### config.mk
export PLATFORM = sky130hd
export DESIGN_NAME = scrt_ram
export DESIGN_NICKNAME = d
export VERILOG_FILES = /design/src/rtl/core/scrt_ram.sv
export SDC_FILE = /design/constraint.sdc
export NUM_CORES = 1
export LEC_CHECK = 0
export ABC_AREA = 1
export BUFFER_PORTS_ARGS = -buffer_cell sky130_fd_sc_hd__buf_2
export CAP_MARGIN = 0
export CORE_MARGIN = 8
export CORE_UTILIZATION = 61
export CTS_CLUSTER_DIAMETER = 100
export DETAILED_ROUTE_END_ITERATION = 7
export HOLD_SLACK_MARGIN = 0.05
export MAX_ROUTING_LAYER = met4
export PLACE_DENSITY = 0.79
export SLEW_MARGIN = 15
export SYNTH_ARGS = -nofsm -noshare
export SYNTH_HDL_FRONTEND = slang
export SYNTH_SLANG_ARGS = --single-unit
### constraint.sdc
create_clock -name clk -period 1.7 [get_ports clk]
set_clock_uncertainty 0.2 [all_clocks]
set_input_delay 0.255 -clock clk [delete_from_list [all_inputs] [get_ports clk]]
set_output_delay 0.255 -clock clk [all_outputs]
set_load 0.01 [all_outputs]
### src/rtl/core/scrt_ram.sv
module scrt_ram #(
	parameter int WIDTH = 8,
	parameter int DEPTH = 16
) (
	input  logic                     clk,
	input  logic                     we,
	input  logic [$clog2(DEPTH)-1:0] waddr,
	input  logic [WIDTH-1:0]         wdata,
	input  logic [$clog2(DEPTH)-1:0] raddr,
	output logic [WIDTH-1:0]         rdata
);

	logic [WIDTH-1:0] mem [DEPTH];

	always_ff @(posedge clk) begin
		if (we) begin
			mem[waddr] <= wdata;
		end
		rdata <= mem[raddr];
	end

endmodule

==> metrics.md, run 1 <==
| Metric | Value |
|---|---|
| Slew HR | `76.0%` |
| Initial core utilization | `62.7%` |
| H-tree Lvls | `4` |
| Largest net degree at the start of global routing | `65` |
| Full die area | `12800 µm²` |
| Antenna diode count | `0` |
| Seq/Total Area, Yosys | `69.4%` |
| Complex-gate fraction of the synthesized area | `0%` |
| Initial antenna violation count | `0` |
| Hold depth | `6` |
| Slowest cell delay on critical path | `0.33 ns` |
| Distinct cells, synth | `12` |
| R2R Path Start | `mem[6][6]` |
| Post-synth top cells | `173 x nand2_1, 128 x edfxtp_1, 100 x inv_1` |
| Synthesized net count | `569` |
| Number of nets in the layout | `623` |
| RR Endpoint | `rdata[6]` |
| CTS Sinks | `136` |
| Initial DRC Count | `361` |
| Clock transition at path regs | `0.06 ns` |
| #FFs+latches synth | `136` |
| Final core utilization | `74.3%` |
| CP max-delay cell | `dfxtp_1` |
| Routed vias/inst | `5.56` |
| Max Root-Sink Buffers | `2` |
| Worst slack, placed | `0.0839 ns` |
| Max Fclk | `0.699 GHz` |
| Worst slew pin tran | `0.360 ns` |
| Synth area leaders | `edfxtp_1 67%, nand2_1 11%, nand3_1 8.4%` |
| HP Start | `raddr[2]` |
| Die Wd | `113 µm` |
| Most numerous cell in the Yosys netlist | `nand2_1` |
| DP Wirelength | `7920 µm` |
| Wire per inst | `18.4 µm` |
| Routing usage on met1 | `27.7%` |
| Total wire length | `13400 µm` |
| Vias in the first global route | `3933` |
| FILL cells | `561` |
| R2R setup slack | `0.45 ns` |
| Tmin final | `1.43 ns` |
| Final Max Slew Viols | `0` |
| Synth Area in Adders | `0%` |
| Max rail drop VDD | `0.659 mV` |
| Final setup margin | `0.268 ns` |
| Pwr dens | `1190 nW/µm²` |
| RSZ-0062 raised after global routing | `no` |
| Worst hold path type | `in2reg` |
| Routability congestion estimate | `0.873` |
| Period utilization | `84.2%` |
| Main combinational cell family by area after synthesis | `simple AND/OR/NAND/NOR gates` |
| Die Y | `113 µm` |
| Met2 Use GR | `34.2%` |
| R2R cell count | `6` |
| TritonCTS clock tree | `built` |
| Ys async rst share | `0%` |
| Root Buffer | `clkbuf_8` |
| Post-route DRC | `0` |
| Worst path top cell family by delay | `flip-flops` |
| Clock Latency Late Sink | `0.52 ns` |
| CTS Buf Count | `17` |
| Final ANT Viol Nets | `0` |
| LEAKAGE | `3.00 nW` |
| Row Count | `35` |
| Crit path DAT | `0.98 ns` |
| Mapped Cells | `551` |
| Most used routing layer | `met2` |
| First-pass GRT wire length | `20700 µm` |
| Multiplexer share of the synthesized area | `0%` |
| XOR/XNOR Fraction of Synth Area | `0%` |
| Total GRT Usage | `22.2%` |
| Layout cells sized above 1 | `13.1%` |
| Met3 Usage GRT | `3.99%` |
| GR Overflow Total | `0` |
| Top-area cell type share of the netlist area | `66.7%` |
| Critical path depth | `1` |
| Synth-to-layout area growth | `18.4%` |
| Critical path, cell by cell | `buf_2` |
| Synth Warn # | `0` |
| IO Count | `26` |
| Buffer and inverter count on the worst path | `1` |
| Final setup TNS | `0 ns` |
| Critical path capture point type | `primary output` |
| Post-synthesis simple-gate area fraction | `21.0%` |
| Startpoint Class | `register` |
| Post-Syn Area | `5770 µm²` |
| I/O Buffers | `25` |
| Mean post-synth cell area | `10.5 µm²` |
| 1st-pass router iterations | `6` |
| Core box area | `9200 µm²` |
| Max-capacitance violation count | `0` |
| Number of synthesized flops with an enable pin | `128` |
| Status | `complete, no violations` |
| Data required time of the critical path | `1.24 ns` |
| Top_reg_cell synth | `edfxtp_1` |
| Final Setup Violations | `0` |
| Critical path peak fanout | `1` |
| Detailed-route via count | `4054` |
| CP Class | `reg2out` |
| Final hold violation count | `0` |
| WHS Endpoint | `rdata[7]` |
| Post-synth top area cell | `edfxtp_1` |
-- how the worst max path moves through the flow --
stage,startpoint,end
6_report,rdata[2],rdata[2]
5_1_grt,rdata[0],rdata[0]
4_1_cts,rdata[2],rdata[2]
3_5_place_dp,raddr[0],rdata[2]
2_1_floorplan,waddr[2],mem[10][0]
3_3_place_gp,raddr[0],rdata[4]
-- placed cells by master (no fill, tap or decap) --
cell type      count
dfxtp_1            8
buf_12             5
nand3b_1           2
buf_2             25
clkbuf_1           3
clkbuf_8           1
clkbuf_16         16
clkinv_2           2
inv_1            100
nand2_1          173
inv_2              2
bufinv_16          5
clkinv_4           1
dlygate4sd3_1      9
buf_4             20
nand3_1           97
edfxtp_1         128
inv_6              1
nor2_1            17
clkinvlp_4         3
-- routing by layer --
| layer | up-vias | routed length [µm] |
|---|---|---|
| li1 | 1884 | - |
| met4 | 0 | 376 |
| met3 | 38 | 1240 |
| met1 | 1886 | 5150 |
| met5 | - | 0 |
| met2 | 246 | 6620 |
-- logic make-up after synthesis --
family | after synthesis
flip-flops | 136
AND/OR/NAND/NOR | 289
buffers and inverters | 126
-- worst reg2reg max path, stage by stage (launching register included) --
cell	delay, ns
edfxtp_1	0.40
inv_1	0.08
nand2_1	0.06
nand3_1	0.08
nand3_1	0.10
nand3_1	0.15
nand2_1	0.07
-- cell type report --
class | count | area, µm² | share of cell area [%]
Clock inverter | 12 | 200 | 2.93
Timing Repair Buffer | 59 | 465 | 6.81
Inverter | 102 | 383 | 5.61
Sequential cell | 136 | 4000 | 58.6
Multi-Input combinational cell | 289 | 1210 | 17.8
Tap cell | 111 | 139 | 2.03
Clock buffer | 20 | 425 | 6.23
-- flip-flops by register name, summed over array words and instances (netlist names) --
signal / flops
mem: 128
rdata: 8
-- where the power goes --
| part | switching, mW | internal (mW) |
|---|---|---|
| clock | 1.34 | 2.53 |
| sequential | 0.0207 | 3.75 |
| combinational | 0.344 | 0.166 |
-- per-stage QoR --
| stage | hold slack (ns) | power [mW] | instance area, µm² | cells |
|---|---|---|---|---|
| CTS | 0.0595 | 8.18 | 6830 | 729 |
| global route | 0.115 | 8.36 | 6830 | 729 |
| detailed placement | 0.421 | 4.32 | 6110 | 688 |
| finish | 0.0759 | 8.15 | 6830 | 729 |
| floorplan | 0.154 | 4.11 | 5770 | 551 |
| global placement | 0.425 | 4.31 | 6110 | 688 |
-- repair_timing --
action	CTS	global route
buffers inserted	0	0
hold buffers	9	0
resized for setup	0	0
hold endpoints to repair	136	0
No activity file was read; power rests on OpenSTA's default activity.
==> inputs of run 2 (changes only) <==
- CORE_UTILIZATION: 61 -> 55
- PLACE_DENSITY: 0.79 -> 0.75
- clock period: 1.7 -> 1.2 ns (I/O delays scaled with it)
==> run 2 against run 1 <==
Net effect: the flow now finishes with violations (hold timing, setup timing); non-clock buffer count is 3 higher; clock power is 22% higher; critical path type unchanged; critical path depth stayed put; routed wire length is 1.1% lower; first-iteration DRC count is 11% lower; global-route usage is 2.0 points lower; die area is 9.3% higher; total power is 34% higher; hold slack worse by 0.085 ns; sequential share of layout area is 2.1 points lower.
==> metrics.md, run 2 (synthesized netlist as in run 1, its figures left out) <==
| Metric | Value |
|---|---|
| Commonest non-fill, non-tap cell in the layout | `nand2_1` |
| Initial core utilization | `56.4%` |
| Final hold violation count | `2` |
| Largest registers | `mem x128, rdata x8` |
| Clock Latency Late Sink | `0.52 ns` |
| Synth-to-layout area growth | `23.0%` |
| Row Count | `37` |
| Die Wd | `118 µm` |
| Status | `finished with violations` |
| Post-route DRC | `0` |
| Number of nets in the layout | `626` |
| Final core utilization | `69.3%` |
| Max Root-Sink Buffers | `2` |
| Buffer and inverter count on the worst path | `1` |
| Worst hold path type | `in2reg` |
| Antenna diode count | `0` |
| Routability congestion estimate | `0.876` |
| Violations in the final reports | `hold timing, setup timing` |
| Startpoint Class | `register` |
| First-pass GRT wire length | `20800 µm` |
| Crit path DAT | `0.97 ns` |
| Total wire length | `13200 µm` |
| Data required time of the critical path | `0.82 ns` |
| Root Buffer | `clkbuf_8` |
| Critical Path Source | `rdata[2]` |
| Max-capacitance violation count | `0` |
| Max rail drop VDD | `0.882 mV` |
| Core box area | `10200 µm²` |
| LEAKAGE | `3.07 nW` |
| Wire per inst | `17.5 µm` |
| Max FFs per register | `128` |
| H-tree Lvls | `4` |
| Clock transition at path regs | `0.06 ns` |
| Routed vias/inst | `5.22` |
| Initial DRC Count | `320` |
| 1st-pass router iterations | `5` |
| CP Class | `reg2out` |
| Worst slew pin tran | `0.471 ns` |
| Pwr Total | `10.9 mW` |
| DP Wirelength | `7890 µm` |
| Final setup margin | `-0.148 ns` |
| Worst path top cell family by delay | `flip-flops` |
| Vias in the first global route | `4034` |
| Max Fclk | `0.742 GHz` |
| Pwr dens | `1530 nW/µm²` |
| Minimum hold slack | `-0.00871 ns` |
| IO Count | `26` |
| Critical path capture point type | `primary output` |
| Slowest cell delay on critical path | `0.35 ns` |
| FILL cells | `717` |
| Full die area | `14000 µm²` |
| I/O Buffers | `25` |
| Slew HR | `68.5%` |
| Detailed-route via count | `3951` |
| Top reg by flops | `mem` |
| Period utilization | `112%` |
| Commonest cells after routing, fill and taps aside | `172 x nand2_1, 128 x edfxtp_1, 98 x inv_1, 56 x nand3_1, 40 x nand3_2` |
| Layout cells sized above 1 | `22.1%` |
| TritonCTS clock tree | `built` |
| HP Start | `raddr[3]` |
| Largest net degree at the start of global routing | `65` |
| Total GRT Usage | `20.2%` |
| Final ANT Viol Nets | `0` |
| Critical path peak fanout | `1` |
| Die Y | `118 µm` |
| R2R Path Start | `mem[1][6]` |
| Initial antenna violation count | `0` |
| GR Overflow Total | `0` |
| Final Setup Violations | `8` |
| CTS Sinks | `136` |
| Final Max Slew Viols | `0` |
| Worst slack, placed | `-0.253 ns` |
| RSZ-0062 raised after global routing | `yes` |
| Tmin final | `1.35 ns` |
| Critical path, cell by cell | `buf_6` |
| CP max-delay cell | `dfxtp_2` |
| CTS Buf Count | `17` |
-- run 2: changes by cell type in the layout (fill, tap and decap cells not counted), moves of 3 or more --
cell	change
bufinv_16	-4
buf_2	-4
clkinv_2	+3
dfxtp_2	+4
nand3_2	+40
buf_6	+4
clkbuf_8	+3
nor2_1	-6
nor2_2	+6
nand3_1	-41
dfxtp_1	-4
-- run 2: where the power goes --
| part | switching, mW | internal, mW |
|---|---|---|
| registers | 0.0332 | 5.31 |
| clock network | 1.84 | 2.89 |
| logic | 0.526 | 0.287 |
-- run 2: final cells by class --
| cell class | count | area, µm² | share of cell area (%) |
|---|---|---|---|
| well taps | 136 | 170 | 2.40 |
| clock buffers | 23 | 467 | 6.58 |
| multi-input cells | 289 | 1440 | 20.4 |
| clock inverters | 9 | 77.6 | 1.09 |
| inverters | 102 | 387 | 5.45 |
| repair buffers | 62 | 541 | 7.62 |
| flip-flops and latches | 136 | 4010 | 56.5 |
-- run 2: worst paths after layout --
kind	cells after the start	slack, ns	to
worst min register to register	6	0.46	rdata[3]
worst min-delay path	4	-0.009	rdata[4]
worst max-delay path	1	-0.15	rdata[2]
worst max register to register	6	0.03	rdata[6]
-- run 2: per-stage QoR --
step	TNS (ns)	cell area (µm²)	instances
finish	-1.03	7090	757
global route	-1.42	7090	757
floorplan	-10.44	5780	551
global placement	-18.78	6200	715
CTS	-1.45	6930	758
detailed placement	-20.61	6200	715
-- run 2: per-layer routing --
layer	global-route usage (%)	wire length, µm	up-vias
met1	22.8	5040	1865
met3	4.38	1050	24
met4	11.0	348	0
li1	-	-	1884
met2	33.0	6810	178
met5	-	0	-
-- run 2: what timing repair did --
action | in CTS | in global routing
hold endpoints to repair | 136 | 7
gates resized for setup | 17 | 36
pin swaps | 0 | 14
setup endpoints to repair | 14 | 16
buffers inserted | 0 | 0
hold buffers | 11 | 1
==> inputs of run 3 (changes only) <==
- CORE_UTILIZATION: 55 -> 25
- PLACE_DENSITY: 0.75 -> default
==> run 3 against run 2 <==
Net effect: the run ends with setup timing left; count of clock-buffer cells in the layout is 4 lower; clock power up 9.1%; sequential share of layout area fell by 1.4 points; die area rose by 100%; largest cell class unchanged; highest routed layer unchanged.
==> metrics.md, run 3 (synthesized netlist as in run 1, its figures left out) <==
| Metric | Value |
|---|---|
| Minimum hold slack | `0.0737 ns` |
| Final Setup Violations | `8` |
| WHS Endpoint | `rdata[5]` |
| Largest registers | `mem x128, rdata x8` |
| Row Count | `55` |
| Setup Fix Bufs, Post-CTS | `0` |
| CP max-delay cell | `dfxtp_4` |
| Routability congestion estimate | `0.835` |
| Die Y | `168 µm` |
| Detailed-route via count | `3789` |
| Final core utilization | `32.2%` |
| 1st-pass router iterations | `4` |
| Full die area | `28200 µm²` |
| Slew HR | `74.6%` |
| Synth-to-layout area growth | `26.6%` |
| R2R Path Start | `mem[9][7]` |
| Initial DRC Count | `283` |
| Number of nets in the layout | `628` |
| LEAKAGE | `3.09 nW` |
| Final hold violation count | `0` |
| HP Start | `raddr[3]` |
| Status | `finished with violations` |
| Commonest cells after routing, fill and taps aside | `173 x nand2_1, 128 x edfxtp_1, 100 x inv_1, 79 x nand3_1` |
| Die Wd | `168 µm` |
| Final ANT Viol Nets | `0` |
| Clock transition at path regs | `0.05 ns` |
| Max-capacitance violation count | `0` |
| Violations in the final reports | `setup timing` |
| IO Count | `26` |
| Max Root-Sink Buffers | `2` |
| Pwr dens | `1550 nW/µm²` |
| Dpl cell area | `6450 µm²` |
| Period utilization | `106%` |
| Worst hold path type | `in2reg` |
| Final setup margin | `-0.0693 ns` |
| Worst path top cell family by delay | `flip-flops` |
| Largest net degree at the start of global routing | `32` |
| Pwr Total | `11.3 mW` |
| Top reg by flops | `mem` |
| CP Class | `reg2out` |
| Commonest non-fill, non-tap cell in the layout | `nand2_1` |
| Slowest cell delay on critical path | `0.36 ns` |
| I/O Buffers | `25` |
| CTS Buf Count | `17` |
| H-tree Lvls | `4` |
| Non-filler cells, final | `908` |
| Startpoint Class | `register` |
| Routed vias/inst | `4.17` |
| RSZ-0062 raised after global routing | `yes` |
| Hold depth | `4` |
| Max rail drop VDD | `1.03 mV` |
| Max Fclk | `0.788 GHz` |
| Wire per inst | `15.5 µm` |
| Highest routed layer | `met4` |
| R2R setup slack | `0.05 ns` |
| Total wire length | `14000 µm` |
| DP Cell Count | `866` |
| Final Max Slew Viols | `0` |
| Max FFs per register | `128` |
| Antenna diode count | `0` |
| Met3 Routed Length | `676 µm` |
| Total GRT Usage | `10.6%` |
| Buffer and inverter count on the worst path | `1` |
| DR WL met2 | `6760 µm` |
| Vias in the first global route | `3722` |
| Worst slack, placed | `-0.231 ns` |
| Clock Latency Late Sink | `0.41 ns` |
| Layout cells sized above 1 | `18.8%` |
| Post-route DRC | `0` |
| TritonCTS clock tree | `built` |
| Crit path DAT | `0.89 ns` |
| Worst slew pin tran | `0.382 ns` |
| DP Wirelength | `9070 µm` |
| Core box area | `22600 µm²` |
| Design area | `7300 µm²` |
| Initial core utilization | `25.5%` |
| Critical path peak fanout | `1` |
| GR Overflow Total | `0` |
| Initial antenna violation count | `0` |
| Critical path, cell by cell | `buf_6` |
| R2R cell count | `6` |
| RR Endpoint | `rdata[7]` |
| Tmin final | `1.27 ns` |
| Critical path capture point type | `primary output` |
| First-pass GRT wire length | `21900 µm` |
| DRT met1 WL | `6500 µm` |
| CTS Sinks | `136` |
| Data required time of the critical path | `0.82 ns` |
| Root Buffer | `clkbuf_16` |
| Final setup TNS | `-0.397 ns` |
[run 3: cell type report]
| class | count | area [µm²] |
|---|---|---|
| clock buffer | 19 | 433 |
| clock inverter | 13 | 155 |
| fill | 2255 | 15300 |
| inverter | 102 | 383 |
| multi-input combinational | 289 | 1320 |
| sequential | 136 | 4020 |
| tap | 285 | 357 |
| timing repair buffer | 64 | 631 |
[run 3: how the worst max path moves through the flow]
stage,from,depth (start not counted),to
finish,rdata[0],1,rdata[0]
global route,rdata[5],1,rdata[5]
CTS,rdata[5],1,rdata[5]
detailed placement,raddr[0],8,rdata[3]
global placement,raddr[0],8,rdata[3]
floorplan,waddr[2],2,mem[10][0]
[run 3: routing by layer]
| layer | vias to the layer above | GRT usage (%) |
|---|---|---|
| met3 | 9 | 2.53 |
| met4 | 0 | 2.68 |
| met1 | 1795 | 13.8 |
| met2 | 91 | 16.3 |
| met5 | - | - |
| li1 | 1894 | - |
[run 3: where the power goes]
group,switching [mW],internal [mW],total [mW]
logic,0.505,0.306,0.810
clock network,1.90,3.25,5.15
registers,0.0507,5.32,5.37
[run 3: what timing repair did]
action                                  4_1_cts  5_1_grt
hold buffers                                 10        0
endpoints found under the hold margin       131        0
pin swaps                                     0        7
gates cloned                                  0        0
endpoints found under the setup margin        9       15
resized for setup                            23       19
