### src/rtl/core/scrt_pkg.sv
package scrt_pkg;

	// Table geometry and field widths.
	localparam int TABLE_DEPTH  = 2048;
	localparam int ADDR_WIDTH   = 32;
	localparam int IDX_W        = $clog2(TABLE_DEPTH);
	localparam int CNT_W        = $clog2(TABLE_DEPTH + 1);
	localparam int SIZE_W       = 32;
	localparam int FIELD_ADDR_W = 32;
	localparam int OUT_IDX_W    = 11;
	localparam int TOTAL_W      = 43;
	localparam int DIFF_W       = (ADDR_WIDTH > SIZE_W) ? ADDR_WIDTH : SIZE_W;

	typedef logic [ADDR_WIDTH-1:0] addr_t;
	typedef logic [SIZE_W-1:0]     size_t;
	typedef logic [IDX_W-1:0]      idx_t;
	typedef logic [CNT_W-1:0]      cnt_t;

	typedef enum logic [1:0] {
		OP_LOOKUP = 2'd0,
		OP_INSERT = 2'd1,
		OP_REMOVE = 2'd2,
		OP_TOTAL  = 2'd3
	} op_t;

	typedef enum logic [1:0] {
		ST_OK        = 2'd0,
		ST_FULL      = 2'd1,
		ST_NOT_FOUND = 2'd2
	} status_t;

	// One table entry as it is held in the memory.
	typedef struct packed {
		addr_t base;
		size_t size;
		logic  free;
	} entry_t;

	localparam int ENTRY_W = $bits(entry_t);

	// Table memory access: write and read address.
	typedef struct packed {
		logic   we;
		idx_t   waddr;
		entry_t wdata;
		idx_t   raddr;
	} ram_req_t;

	// One result word.
	typedef struct packed {
		logic                    hit;
		logic [OUT_IDX_W-1:0]    entry_index;
		logic [FIELD_ADDR_W-1:0] found_base;
		size_t                   found_size;
		status_t                 status;
		logic [TOTAL_W-1:0]      used_total;
	} res_t;

	typedef enum logic [3:0] {
		S_IDLE,
		S_LK_BASE0,
		S_LK_PROBE,
		S_LK_FINAL,
		S_INS_SCAN,
		S_INS_PUT,
		S_REM_SCAN,
		S_REM_SHIFT,
		S_TOT,
		S_DONE
	} state_t;

endpackage

### src/rtl/core/scrt_ifs.sv
interface scrt_in_if;
	import scrt_pkg::*;

	logic                    valid;
	logic                    ready;
	op_t                     op;
	logic [FIELD_ADDR_W-1:0] address;
	size_t                   chunk_size;
	logic                    chunk_free;

	modport source (output valid, op, address, chunk_size, chunk_free, input ready);
	modport sink   (input valid, op, address, chunk_size, chunk_free, output ready);
endinterface


### src/rtl/core/scrt_ctrl.sv
module scrt_ctrl (
	input  logic              clk,
	input  logic              arst_n,
	scrt_in_if.sink           req,
	input  scrt_pkg::addr_t   tail_limit,
	output scrt_pkg::ram_req_t ram_req,
	input  scrt_pkg::entry_t  ram_rdata,
	output logic              res_valid,
	output scrt_pkg::res_t    res,
	input  logic              res_take,
	output scrt_pkg::cnt_t    entry_count
);
	import scrt_pkg::*;

	state_t  state_q, state_d;
	cnt_t    cnt_q, cnt_d;
	addr_t   addr_q, addr_d;
	size_t   size_q, size_d;
	logic    free_q, free_d;
	idx_t    ptr_q, ptr_d;
	idx_t    lo_q, lo_d;
	idx_t    hi_q, hi_d;
	idx_t    mid_q, mid_d;
	res_t    res_q, res_d;

	idx_t             nlo, nhi, mid_c;
	logic [IDX_W:0]   lh_sum;
	addr_t            diff;
	logic             hit_c;
	entry_t           new_q, new_in;

	assign new_q  = '{base: addr_q, size: size_q, free: free_q};
	assign new_in = '{base: ADDR_WIDTH'(req.address), size: req.chunk_size,
		free: req.chunk_free};

	// Next search bounds of the binary search and its midpoint.
	always_comb begin
		nlo = lo_q;
		nhi = hi_q;
		if (state_q == S_LK_PROBE) begin
			if (addr_q <= ram_rdata.base) begin
				nhi = mid_q;
			end else begin
				nlo = mid_q + IDX_W'(1);
			end
		end
		lh_sum = {1'b0, nlo} + {1'b0, nhi};
		mid_c  = lh_sum[IDX_W:1];
	end

	assign diff  = addr_q - ram_rdata.base;
	assign hit_c = (addr_q >= ram_rdata.base) &&
		(DIFF_W'(diff) < DIFF_W'(ram_rdata.size)) && !ram_rdata.free;

	always_comb begin
		state_d = state_q;
		cnt_d   = cnt_q;
		addr_d  = addr_q;
		size_d  = size_q;
		free_d  = free_q;
		ptr_d   = ptr_q;
		lo_d    = lo_q;
		hi_d    = hi_q;
		mid_d   = mid_q;
		res_d   = res_q;
		ram_req = '0;
		req.ready = 1'b0;
		res_valid = 1'b0;

		unique case (state_q)
			S_IDLE: begin
				req.ready = 1'b1;
				if (req.valid) begin
					addr_d = ADDR_WIDTH'(req.address);
					size_d = req.chunk_size;
					free_d = req.chunk_free;
					res_d  = '0;
					unique case (req.op)
						OP_LOOKUP: begin
							lo_d = '0;
							hi_d = IDX_W'(cnt_q - CNT_W'(1));
							if (cnt_q == '0) begin
								state_d = S_DONE;
							end else begin
								ram_req.raddr = '0;
								state_d = S_LK_BASE0;
							end
						end
						OP_INSERT: begin
							if (cnt_q == CNT_W'(TABLE_DEPTH)) begin
								res_d.status = ST_FULL;
								state_d = S_DONE;
							end else if (cnt_q == '0) begin
								ram_req.we    = 1'b1;
								ram_req.waddr = '0;
								ram_req.wdata = new_in;
								cnt_d = CNT_W'(1);
								state_d = S_DONE;
							end else begin
								ptr_d = IDX_W'(cnt_q);
								ram_req.raddr = IDX_W'(cnt_q - CNT_W'(1));
								state_d = S_INS_SCAN;
							end
						end
						OP_REMOVE: begin
							if (cnt_q == '0) begin
								res_d.status = ST_NOT_FOUND;
								state_d = S_DONE;
							end else begin
								ptr_d = IDX_W'(cnt_q - CNT_W'(1));
								ram_req.raddr = IDX_W'(cnt_q - CNT_W'(1));
								state_d = S_REM_SCAN;
							end
						end
						OP_TOTAL: begin
							if (cnt_q == '0) begin
								state_d = S_DONE;
							end else begin
								ptr_d = '0;
								ram_req.raddr = '0;
								state_d = S_TOT;
							end
						end
					endcase
				end
			end

			S_LK_BASE0, S_LK_PROBE: begin
				if (state_q == S_LK_BASE0 &&
					!(addr_q > ram_rdata.base && addr_q <= tail_limit)) begin
					state_d = S_DONE;
				end else begin
					lo_d = nlo;
					hi_d = nhi;
					if (nhi > nlo) begin
						mid_d = mid_c;
						ram_req.raddr = mid_c + IDX_W'(1);
						state_d = S_LK_PROBE;
					end else begin
						ram_req.raddr = nhi;
						state_d = S_LK_FINAL;
					end
				end
			end

			S_LK_FINAL: begin
				if (hit_c) begin
					res_d.hit         = 1'b1;
					res_d.entry_index = OUT_IDX_W'(hi_q);
					res_d.found_base  = FIELD_ADDR_W'(ram_rdata.base);
					res_d.found_size  = ram_rdata.size;
				end
				state_d = S_DONE;
			end

			S_INS_SCAN: begin
				ram_req.we    = 1'b1;
				ram_req.waddr = ptr_q;
				if (ram_rdata.base > addr_q) begin
					ram_req.wdata = ram_rdata;
					ptr_d = ptr_q - IDX_W'(1);
					if (ptr_q == IDX_W'(1)) begin
						state_d = S_INS_PUT;
					end else begin
						ram_req.raddr = ptr_q - IDX_W'(2);
					end
				end else begin
					ram_req.wdata = new_q;
					cnt_d = cnt_q + CNT_W'(1);
					res_d.entry_index = OUT_IDX_W'(ptr_q);
					state_d = S_DONE;
				end
			end

			S_INS_PUT: begin
				ram_req.we    = 1'b1;
				ram_req.waddr = ptr_q;
				ram_req.wdata = new_q;
				cnt_d = cnt_q + CNT_W'(1);
				res_d.entry_index = OUT_IDX_W'(ptr_q);
				state_d = S_DONE;
			end

			S_REM_SCAN: begin
				if (ram_rdata.base == addr_q) begin
					res_d.entry_index = OUT_IDX_W'(ptr_q);
					if (CNT_W'(ptr_q) + CNT_W'(1) < cnt_q) begin
						ram_req.raddr = ptr_q + IDX_W'(1);
						state_d = S_REM_SHIFT;
					end else begin
						cnt_d = cnt_q - CNT_W'(1);
						state_d = S_DONE;
					end
				end else if (ptr_q == '0) begin
					res_d.status = ST_NOT_FOUND;
					state_d = S_DONE;
				end else begin
					ptr_d = ptr_q - IDX_W'(1);
					ram_req.raddr = ptr_q - IDX_W'(1);
				end
			end

			S_REM_SHIFT: begin
				ram_req.we    = 1'b1;
				ram_req.waddr = ptr_q;
				ram_req.wdata = ram_rdata;
				ptr_d = ptr_q + IDX_W'(1);
				if (CNT_W'(ptr_q) + CNT_W'(2) < cnt_q) begin
					ram_req.raddr = ptr_q + IDX_W'(2);
				end else begin
					cnt_d = cnt_q - CNT_W'(1);
					state_d = S_DONE;
				end
			end

			S_TOT: begin
				res_d.used_total = res_q.used_total +
					(ram_rdata.free ? '0 : TOTAL_W'(ram_rdata.size));
				if (CNT_W'(ptr_q) + CNT_W'(1) < cnt_q) begin
					ptr_d = ptr_q + IDX_W'(1);
					ram_req.raddr = ptr_q + IDX_W'(1);
				end else begin
					state_d = S_DONE;
				end
			end

			S_DONE: begin
				res_valid = 1'b1;
				if (res_take) begin
					state_d = S_IDLE;
				end
			end

			default: begin
				state_d = S_IDLE;
			end
		endcase
	end

	always_ff @(posedge clk or negedge arst_n) begin
		if (!arst_n) begin
			state_q <= S_IDLE;
			cnt_q   <= '0;
		end else begin
			state_q <= state_d;
			cnt_q   <= cnt_d;
		end
	end

	always_ff @(posedge clk) begin
		addr_q <= addr_d;
		size_q <= size_d;
		free_q <= free_d;
		ptr_q  <= ptr_d;
		lo_q   <= lo_d;
		hi_q   <= hi_d;
		mid_q  <= mid_d;
		res_q  <= res_d;
	end

	assign res         = res_q;
	assign entry_count = cnt_q;

endmodule

### src/flat_wrapper.sv
// flat-port wrapper written by rule: the top's interface ports become plain ports
module scrt_ctrl_flat import scrt_pkg::*;
  (clk, arst_n, tail_limit, ram_req, ram_rdata, res_valid, res, res_take, entry_count, req_valid, req_op, req_address, req_chunk_size, req_chunk_free, req_ready);
  scrt_in_if req_i ();
  input  logic clk;
  input  logic arst_n;
  input  scrt_pkg::addr_t tail_limit;
  output scrt_pkg::ram_req_t ram_req;
  input  scrt_pkg::entry_t ram_rdata;
  output logic res_valid;
  output scrt_pkg::res_t res;
  input  logic res_take;
  output scrt_pkg::cnt_t entry_count;
  input wire logic [$bits(req_i.valid)-1:0] req_valid;
  input wire logic [$bits(req_i.op)-1:0] req_op;
  input wire logic [$bits(req_i.address)-1:0] req_address;
  input wire logic [$bits(req_i.chunk_size)-1:0] req_chunk_size;
  input wire logic [$bits(req_i.chunk_free)-1:0] req_chunk_free;
  output wire logic [$bits(req_i.ready)-1:0] req_ready;
  assign req_i.valid = req_valid;
  assign req_i.op = req_op;
  assign req_i.address = req_address;
  assign req_i.chunk_size = req_chunk_size;
  assign req_i.chunk_free = req_chunk_free;
  assign req_ready = req_i.ready;
  scrt_ctrl u_core (.clk(clk), .arst_n(arst_n), .req(req_i), .tail_limit(tail_limit), .ram_req(ram_req), .ram_rdata(ram_rdata), .res_valid(res_valid), .res(res), .res_take(res_take), .entry_count(entry_count));
endmodule
### config.mk
export PLATFORM = sky130hd
export DESIGN_NAME = scrt_ctrl_flat
export DESIGN_NICKNAME = d
export VERILOG_FILES = /design/src/rtl/core/scrt_pkg.sv /design/src/rtl/core/scrt_ifs.sv /design/src/rtl/core/scrt_ctrl.sv /design/src/flat_wrapper.sv
export SDC_FILE = /design/constraint.sdc
export NUM_CORES = 1
export LEC_CHECK = 0
export ABC_AREA = 1
export CORE_MARGIN = 2
export CORE_UTILIZATION = 60
export DETAILED_ROUTE_END_ITERATION = 8
export DONT_BUFFER_PORTS = 1
export GPL_TIMING_DRIVEN = 0
export PLACE_DENSITY_LB_ADDON = 0.08
export SKIP_CTS_REPAIR_TIMING = 1
export SLEW_MARGIN = 25
export SYNTH_ARGS = -nofsm -noshare
export SYNTH_HDL_FRONTEND = slang
export SYNTH_SLANG_ARGS = --single-unit
### constraint.sdc
create_clock -name clk -period 9.1 [get_ports clk]
set_clock_uncertainty 0.2 [all_clocks]
set_input_delay 1.82 -clock clk [delete_from_list [all_inputs] [get_ports clk]]
set_output_delay 1.82 -clock clk [all_outputs]
set_load 0.02 [all_outputs]
==> results of run 1 <==
cell usage after synthesis, types with 4 or more instances:
| cell | instances | share of area (%) |
|---|---|---|
| nor2_4 | 5 | 0.29 |
| ha_1 | 187 | 12 |
| nand2_1 | 485 | 9.5 |
| nand2_2 | 15 | 0.49 |
| o21ai_1 | 14 | 0.37 |
| o211ai_1 | 83 | 3.3 |
| xnor2_1 | 20 | 0.92 |
| a21o_1 | 5 | 0.20 |
| nor3_1 | 25 | 0.65 |
| clkbuf_1 | 46 | 0.90 |
| a21oi_1 | 166 | 4.3 |
| xor2_1 | 60 | 2.7 |
| o221ai_1 | 6 | 0.27 |
| o21bai_1 | 6 | 0.24 |
| nand4_1 | 26 | 0.85 |
| buf_1 | 4 | 0.078 |
| nor2_1 | 274 | 5.4 |
| a21oi_2 | 6 | 0.27 |
| or2_2 | 7 | 0.23 |
| inv_1 | 321 | 6.3 |
| inv_2 | 9 | 0.18 |
| nor2_2 | 5 | 0.16 |
| dfrtp_1 | 16 | 2.1 |
| buf_2 | 10 | 0.26 |
| a31oi_1 | 15 | 0.49 |
| a21boi_0 | 5 | 0.20 |
| a221oi_1 | 11 | 0.50 |
| clkinv_1 | 6 | 0.12 |
| o21a_1 | 21 | 0.82 |
| nand3_1 | 66 | 1.7 |
| a211oi_1 | 5 | 0.20 |
| o22ai_1 | 19 | 0.62 |
| nor4_1 | 8 | 0.26 |
| nand3_2 | 4 | 0.21 |
| edfxtp_1 | 230 | 36 |
| o21ai_0 | 129 | 3.4 |
| nand2_4 | 11 | 0.65 |
layer usage:
metal / global-route usage (%) / routed length [µm] / vias up
met3: 10.52 / 6889 / 265
met4: 24.94 / 4808 / 0
met5: 0 / 0 / -
met2: 66.11 / 31900 / 1025
met1: 43.26 / 23480 / 8276
li1: - / - / 8160
registers in the layout, indices dropped and copies added (netlist names):
name                flops
u_core.entry_count     12
u_core.res            121
u_core.size_q          32
u_core.lo_q            11
u_core.mid_q           11
u_core.ptr_q           11
u_core.free_q           1
u_core.state_q          4
u_core.hi_q            11
u_core.addr_q          32
placed cells by master (no fill, tap or decap), types with 6 or more instances in the layout:
master       n
nand2_1    483
inv_1      321
nor2_1     272
edfxtp_1   230
ha_1       187
a21oi_1    164
o21ai_0    128
o211ai_1    83
nand3_1     65
xor2_1      59
clkbuf_1    47
clkbuf_16   29
nand4_1     26
nor3_1      22
o21a_1      21
xnor2_1     20
o22ai_1     19
nand2_2     17
dfrtp_1     16
a31oi_1     15
o21ai_1     14
nand2_4     11
a221oi_1    11
buf_2       10
inv_2        9
a21oi_2      8
clkinv_1     8
nor4_1       8
nor2_4       7
or2_2        7
o221ai_1     6
bufinv_16    6
cells by family after synthesis:
logic type,share of synthesized area (%)
DFF,38.17
AOI/OAI and AO/OA,16.18
adders and majority gates,12.54
and+or+nand+nor,21.54
xor gates and xnor gates,3.660
buffers and inverters,7.908
final timing paths:
path / from / to / depth (start not counted)
hold / removal: u_core.hi_q[6] / u_core.res[115] / 2
max in group asynchronous: arst_n / u_core.state_q[3] / 0
setup reg to reg: u_core.addr_q[4] / u_core.res[86] / 24
min in group asynchronous: arst_n / u_core.entry_count[3] / 0
setup / recovery: ram_rdata[39] / ram_req[10] / 26
hold reg to reg: u_core.hi_q[6] / u_core.res[115] / 2
through the flow:
step	util [%]	setup TNS [ns]	cell area, µm²	power [µW]	setup WS, ns
floorplan	-	0	19140	5536	0.5627
global placement	62.42	-297.58	19650	6646	-2.873
detailed placement	63.12	0	19870	6821	0.1029
CTS	66.27	0	20860	8080	0.1001
global route	66.40	0	20900	8708	0.03472
finish	66.40	0	20900	8180	0.4066
power breakdown:
part / switching [µW] / total [µW] / internal (µW)
logic: 3060 / 4390 / 1330
registers: 635 / 2540 / 1910
clock network: 495 / 1240 / 750
final cells by class:
| type | count | area (µm²) |
|---|---|---|
| inverters | 336 | 1265 |
| multi-input cells | 1730 | 10390 |
| repair buffers | 9 | 192.7 |
| fillers | 2711 | 10580 |
| clock buffers | 31 | 733.2 |
| clock inverters | 19 | 257.7 |
| plain buffers | 62 | 254.0 |
| flip-flops and latches | 246 | 7307 |
| well taps | 402 | 503.0 |
worst register-to-register path, delay by kind of cell, from the launching register on:
kind                       cells  cell delay [ns]
and+or+nand+nor                8             1.34
AOI/OAI and AO/OA             10             2.27
xor gates and xnor gates       1             0.17
buffers and inverters          3             0.49
adders and majority gates      2             0.69
DFF                            1             0.50
==> metrics.md, run 1 <==
| Metric | Value |
|---|---|
| GRT Util Overall | `38.93%` |
| Initial Utilization | `60.82%` |
| Antenna Cells | `0` |
| Slowest stage delay, CP | `0.42 ns` |
| Clock slew at reported path FFs | `0.06 ns` |
| Slew HR | `33.31%` |
| Worst EP arrival | `6.67 ns` |
| Worst-margin pin slew | `0.9927 ns` |
| Critical path class | `in2out` |
| Fmax | `115.0 MHz` |
| Cts bufs inserted | `28` |
| Layout area overhead | `9.163%` |
| DRC viols | `0` |
| Final setup vio count | `0` |
| R2R setup slack | `3.11 ns` |
| Clk Latency, worst-skew pair | `0.56 ns` |
| Die height | `182.6 µm` |
| Synth Cell Area | `0.01914 mm²` |
| Ports | `391` |
| P_leak | `0.009159 µW` |
| H-Tree Depth | `1` |
| EDFF count, synth | `230` |
| Async S/R FF share, synth | `6.504%` |
| Synth warn | `0` |
| Layout cells sized above 1 | `6.494%` |
| WHS | `0.3838 ns` |
| Status | `finished clean` |
| Number of synthesized register bits | `246` |
| Post-DP HPWL | `52.45 mm` |
| Core Area | `0.03147 mm²` |
| Grt ovf | `0` |
| Worst Path Required | `7.08 ns` |
| Startpoint types | `input pin` |
| Fin crit share | `95.53%` |
| Synth cell types | `64` |
| Crit path max fanout | `10` |
| Initial antenna violation count | `0` |
| Max-cap violations | `0` |
| Syn_area_per_cell | `8.064 µm²` |
| RSZ-0062 raised after global routing | `false` |
| Most Frequent Cell on Critical Path | `nand2_1` |
| Slowest library cell on the worst path | `fa_1` |
| DIE WIDTH | `182.6 µm` |
| Vias in the first global route | `17070` |
| Pwr dens | `391.4 mW/mm²` |
| Synthesized instance count | `2374` |
| Routed length per instance | `23.66 µm` |
| Post-layout instance count excluding filler cells | `2835` |
| Die ar. | `0.03335 mm²` |
| Root buf cell | `clkbuf_16` |
| 1st-pass router iterations | `6` |
| Detailed-route via count | `17730` |
| First-pass GRT wire length | `98.57 mm` |
| Sink Count | `246` |
| Antenna Nets Post-Route | `0` |
| Commonest register cell after synthesis | `edfxtp_1` |
| Pins Over Slew Limit | `0` |
| Initial DRC Count | `1640` |
| VDD IR max | `309.2 µV` |
| Placed cell count | `2785` |
| Crit end category | `primary output` |
| I/O Buffers | `0` |
| WL final | `67.08 mm` |
| CTS Buffer Depth | `3` |
| Synthesized Nets | `2732` |
| Critical path buffers and inverters | `5` |
| Final hold violation count | `0` |
| Final min period | `8.693 ns` |
| Hold crit path type | `reg2reg` |
| Rows | `65` |
| Vias per cell | `6.253` |
| TritonCTS clock tree | `done` |
| Placer Congestion | `1.010` |
| Register area share after synthesis | `38.17%` |
| Pin count of the biggest net entering global routing | `30` |
| Final #Nets | `2771` |
| Worst path top cell family by delay | `simple AND/OR/NAND/NOR gates` |
No activity file was read; power rests on OpenSTA's default activity.
==> run 2, diff against run 1 <==
==> constraint.sdc (replaced) <==
create_clock -name clk -period 9.1 [get_ports clk]
set_clock_uncertainty 0.2 [all_clocks]
set_input_delay 1.82 -clock clk [delete_from_list [all_inputs] [get_ports clk]]
set_output_delay 1.82 -clock clk [all_outputs]
set_load 0.05 [all_outputs]
==> run 2 against run 1 <==
  * Sequential share of layout area down 0.25 points
  * Worst hold slack worse by 0.0036 ns
  * Fmax down 0.81%
  * Non-clock buffer count up 29
  * Critical endpoint is now ram_req[8]
  * Via count down 0.13%
  * Combinational power up 7.3%
  * Largest power group unchanged
  * Final area up 0.72%
  * Cell count up 1.1%
  * First-iteration DRC count down 9.9%
  * Highest routed layer unchanged
  * Flip-flop and latch count unchanged
  * Routed wire length down 0.45%
==> metrics.md, run 2 (synthesis gave the netlist of run 1 again) <==
| Metric | Value |
|---|---|
| Fmax | `114.1 MHz (-0.81%)` |
| P_leak | `0.009268 µW (+1.2%)` |
| TritonCTS clock tree | `done` |
| Pins Over Slew Limit | `0 (unchanged)` |
| CTS Buffer Depth | `3 (unchanged)` |
| DRC viols | `0 (unchanged)` |
| Routed length per instance | `23.31 µm (-1.5%)` |
| Largest register FFs | `121 (unchanged)` |
| Core Area | `0.03147 mm² (unchanged)` |
| Worst EP arrival | `6.74 ns (+0.07 ns)` |
| Worst Path Required | `7.08 ns (about the same)` |
| Initial Utilization | `60.82% (unchanged)` |
| Die height | `182.6 µm (unchanged)` |
| Post-layout instance count excluding filler cells | `2865 (+1.1%)` |
| M3 GR Usage | `10.56% (+0.040 points)` |
| Startpoint types | `input pin` |
| Critical path buffers and inverters | `5 (unchanged)` |
| Ports | `391 (unchanged)` |
| Post-DP HPWL | `52.44 mm (about the same)` |
| Final Core Density | `66.87% (+0.48 points)` |
| H-Tree Depth | `1 (unchanged)` |
| Hold crit path type | `reg2reg` |
| Initial DRC Count | `1478 (-9.9%)` |
| Most frequent cells in the layout | `nand2_1 (482), inv_1 (320), nor2_1 (271), edfxtp_1 (230), ha_1 (187)` |
| Worst path top cell family by delay | `simple AND/OR/NAND/NOR gates` |
| Layout cells sized above 1 | `7.836% (+1.3 points)` |
| I/O Buffers | `0 (unchanged)` |
| 1st-pass router iterations | `6 (unchanged)` |
| Met1 usage | `42.94% (-0.32 points)` |
| Antenna Cells | `0 (unchanged)` |
| Final min period | `8.765 ns (+0.07119 ns)` |
| Vias in the first global route | `17230 (+0.95%)` |
| Clock slew at reported path FFs | `0.06 ns (about the same)` |
| Grt ovf | `0 (unchanged)` |
| Max-cap violations | `0 (unchanged)` |
| WL final | `66.78 mm (-0.45%)` |
| Critical path class | `in2out` |
| Slew HR | `20.40% (-13 points)` |
| Total Power | `8915 µW (+9.0%)` |
| Setup tns final | `0 ns (unchanged)` |
| Worst-margin pin slew | `1.189 ns (+0.1961 ns)` |
| Rows | `65 (unchanged)` |
| Crit path max fanout | `10 (unchanged)` |
| Sink Count | `246 (unchanged)` |
| Commonest non-fill, non-tap cell in the layout | `nand2_1` |
| Placer Congestion | `1.010 (unchanged)` |
| Met2 Use GR | `67.27% (+1.2 points)` |
| Vias per cell | `6.179 (-1.2%)` |
| Root buf cell | `clkbuf_16` |
| Crit end category | `primary output` |
| GRT Util Overall | `38.68% (-0.25 points)` |
| Slowest stage delay, CP | `0.41 ns (about the same)` |
| Final hold violation count | `0 (unchanged)` |
| Detailed-route via count | `17700 (-0.13%)` |
| Final setup vio count | `0 (unchanged)` |
| Layout area overhead | `9.948%` |
| Pwr dens | `423.6 mW/mm² (+8.2%)` |
| Clk Latency, worst-skew pair | `0.57 ns (about the same)` |
| Antenna Nets Post-Route | `0 (unchanged)` |
| Cts bufs inserted | `28 (unchanged)` |
| DIE WIDTH | `182.6 µm (unchanged)` |
| Placed cell count | `2813 (+1.0%)` |
| Fin crit share | `96.31% (+0.78 points)` |
| Top Usage Layer GRT | `met2` |
| Initial antenna violation count | `0 (unchanged)` |
| Die ar. | `0.03335 mm² (unchanged)` |
| RSZ-0062 raised after global routing | `false` |
| Slowest library cell on the worst path | `fa_1` |
| Status | `finished clean` |
| Final #Nets | `2800 (+1.0%)` |
| Pin count of the biggest net entering global routing | `30 (unchanged)` |
| Most Frequent Cell on Critical Path | `nand2_1` |
| VDD IR max | `394.8 µV (+28%)` |
| First-pass GRT wire length | `98.39 mm (-0.18%)` |
[run 2: changes by cell type in the layout (fill, tap and decap cells not counted), sizes merged]
cell	delta
buf	+30
clkinv	+6
bufinv	-5
clkbuf	-3
clkinvlp	+2
[run 2: per-layer routing]
| metal | vias up | part of all wire [%] |
|---|---|---|
| met3 | 232 | 9.6 |
| met4 | 0 | 6.0 |
| met1 | 8344 | 36 |
| met5 | - | 0 |
| met2 | 885 | 48 |
| li1 | 8242 | - |
[run 2: final cells by class]
class	instances	area [µm²]
Clock inverter	22	163.9
Multi-Input combinational cell	1730	10400
Clock buffer	29	725.7
Sequential cell	246	7307
Inverter	336	1265
Fill cell	2708	10430
Buffer	62	254.0
Tap cell	402	503.0
Timing Repair Buffer	38	432.9
[run 2: path summary, 6_finish.rpt]
check,startpoint,to,slack (ns),cells past startpoint
max in group asynchronous,arst_n,u_core.state_q[2],7.86,0
min reg2reg,u_core.hi_q[6],u_core.res[115],0.38,2
min,u_core.hi_q[6],u_core.res[115],0.38,2
min in group asynchronous,arst_n,u_core.entry_count[3],0.75,0
max reg2reg,u_core.addr_q[4],u_core.res[82],3.07,24
max,ram_rdata[60],ram_req[8],0.34,29
[run 2: worst register-to-register path: stages, from the launching register on]
cell	delay, ns
edfxtp_1	0.51
ha_1	0.39
inv_1	0.09
nor3_1	0.17
nand2_1	0.09
nand2_1	0.13
a21boi_1	0.12
o21ai_1	0.28
a21boi_2	0.13
o21ai_0	0.27
nand2_1	0.09
nand2_1	0.11
a21boi_1	0.10
o21ai_1	0.31
a21oi_1	0.14
xor2_1	0.17
ha_1	0.30
a21oi_1	0.16
nor2_1	0.06
a2111oi_0	0.46
nand3b_1	0.19
o31ai_1	0.31
inv_1	0.12
nor2_4	0.55
buf_12	0.28
[run 2: report_power, final]
group          leakage (µW)  switching [µW]  internal, µW
registers           0.00240            1180          1910
logic               0.00644            3330          1380
clock network      0.000434             507           612
[run 2: per-stage QoR]
step                worst slack (ns)  hold WS [ns]  cell area, µm²
floorplan                     0.5626        0.3255           19140
global placement              -3.204        0.3605           19650
detailed placement           -0.1198        0.3784           20110
CTS                          -0.1307        0.3832           21000
global route                 0.03289        0.4336           21050
finish                        0.3354        0.3802           21050
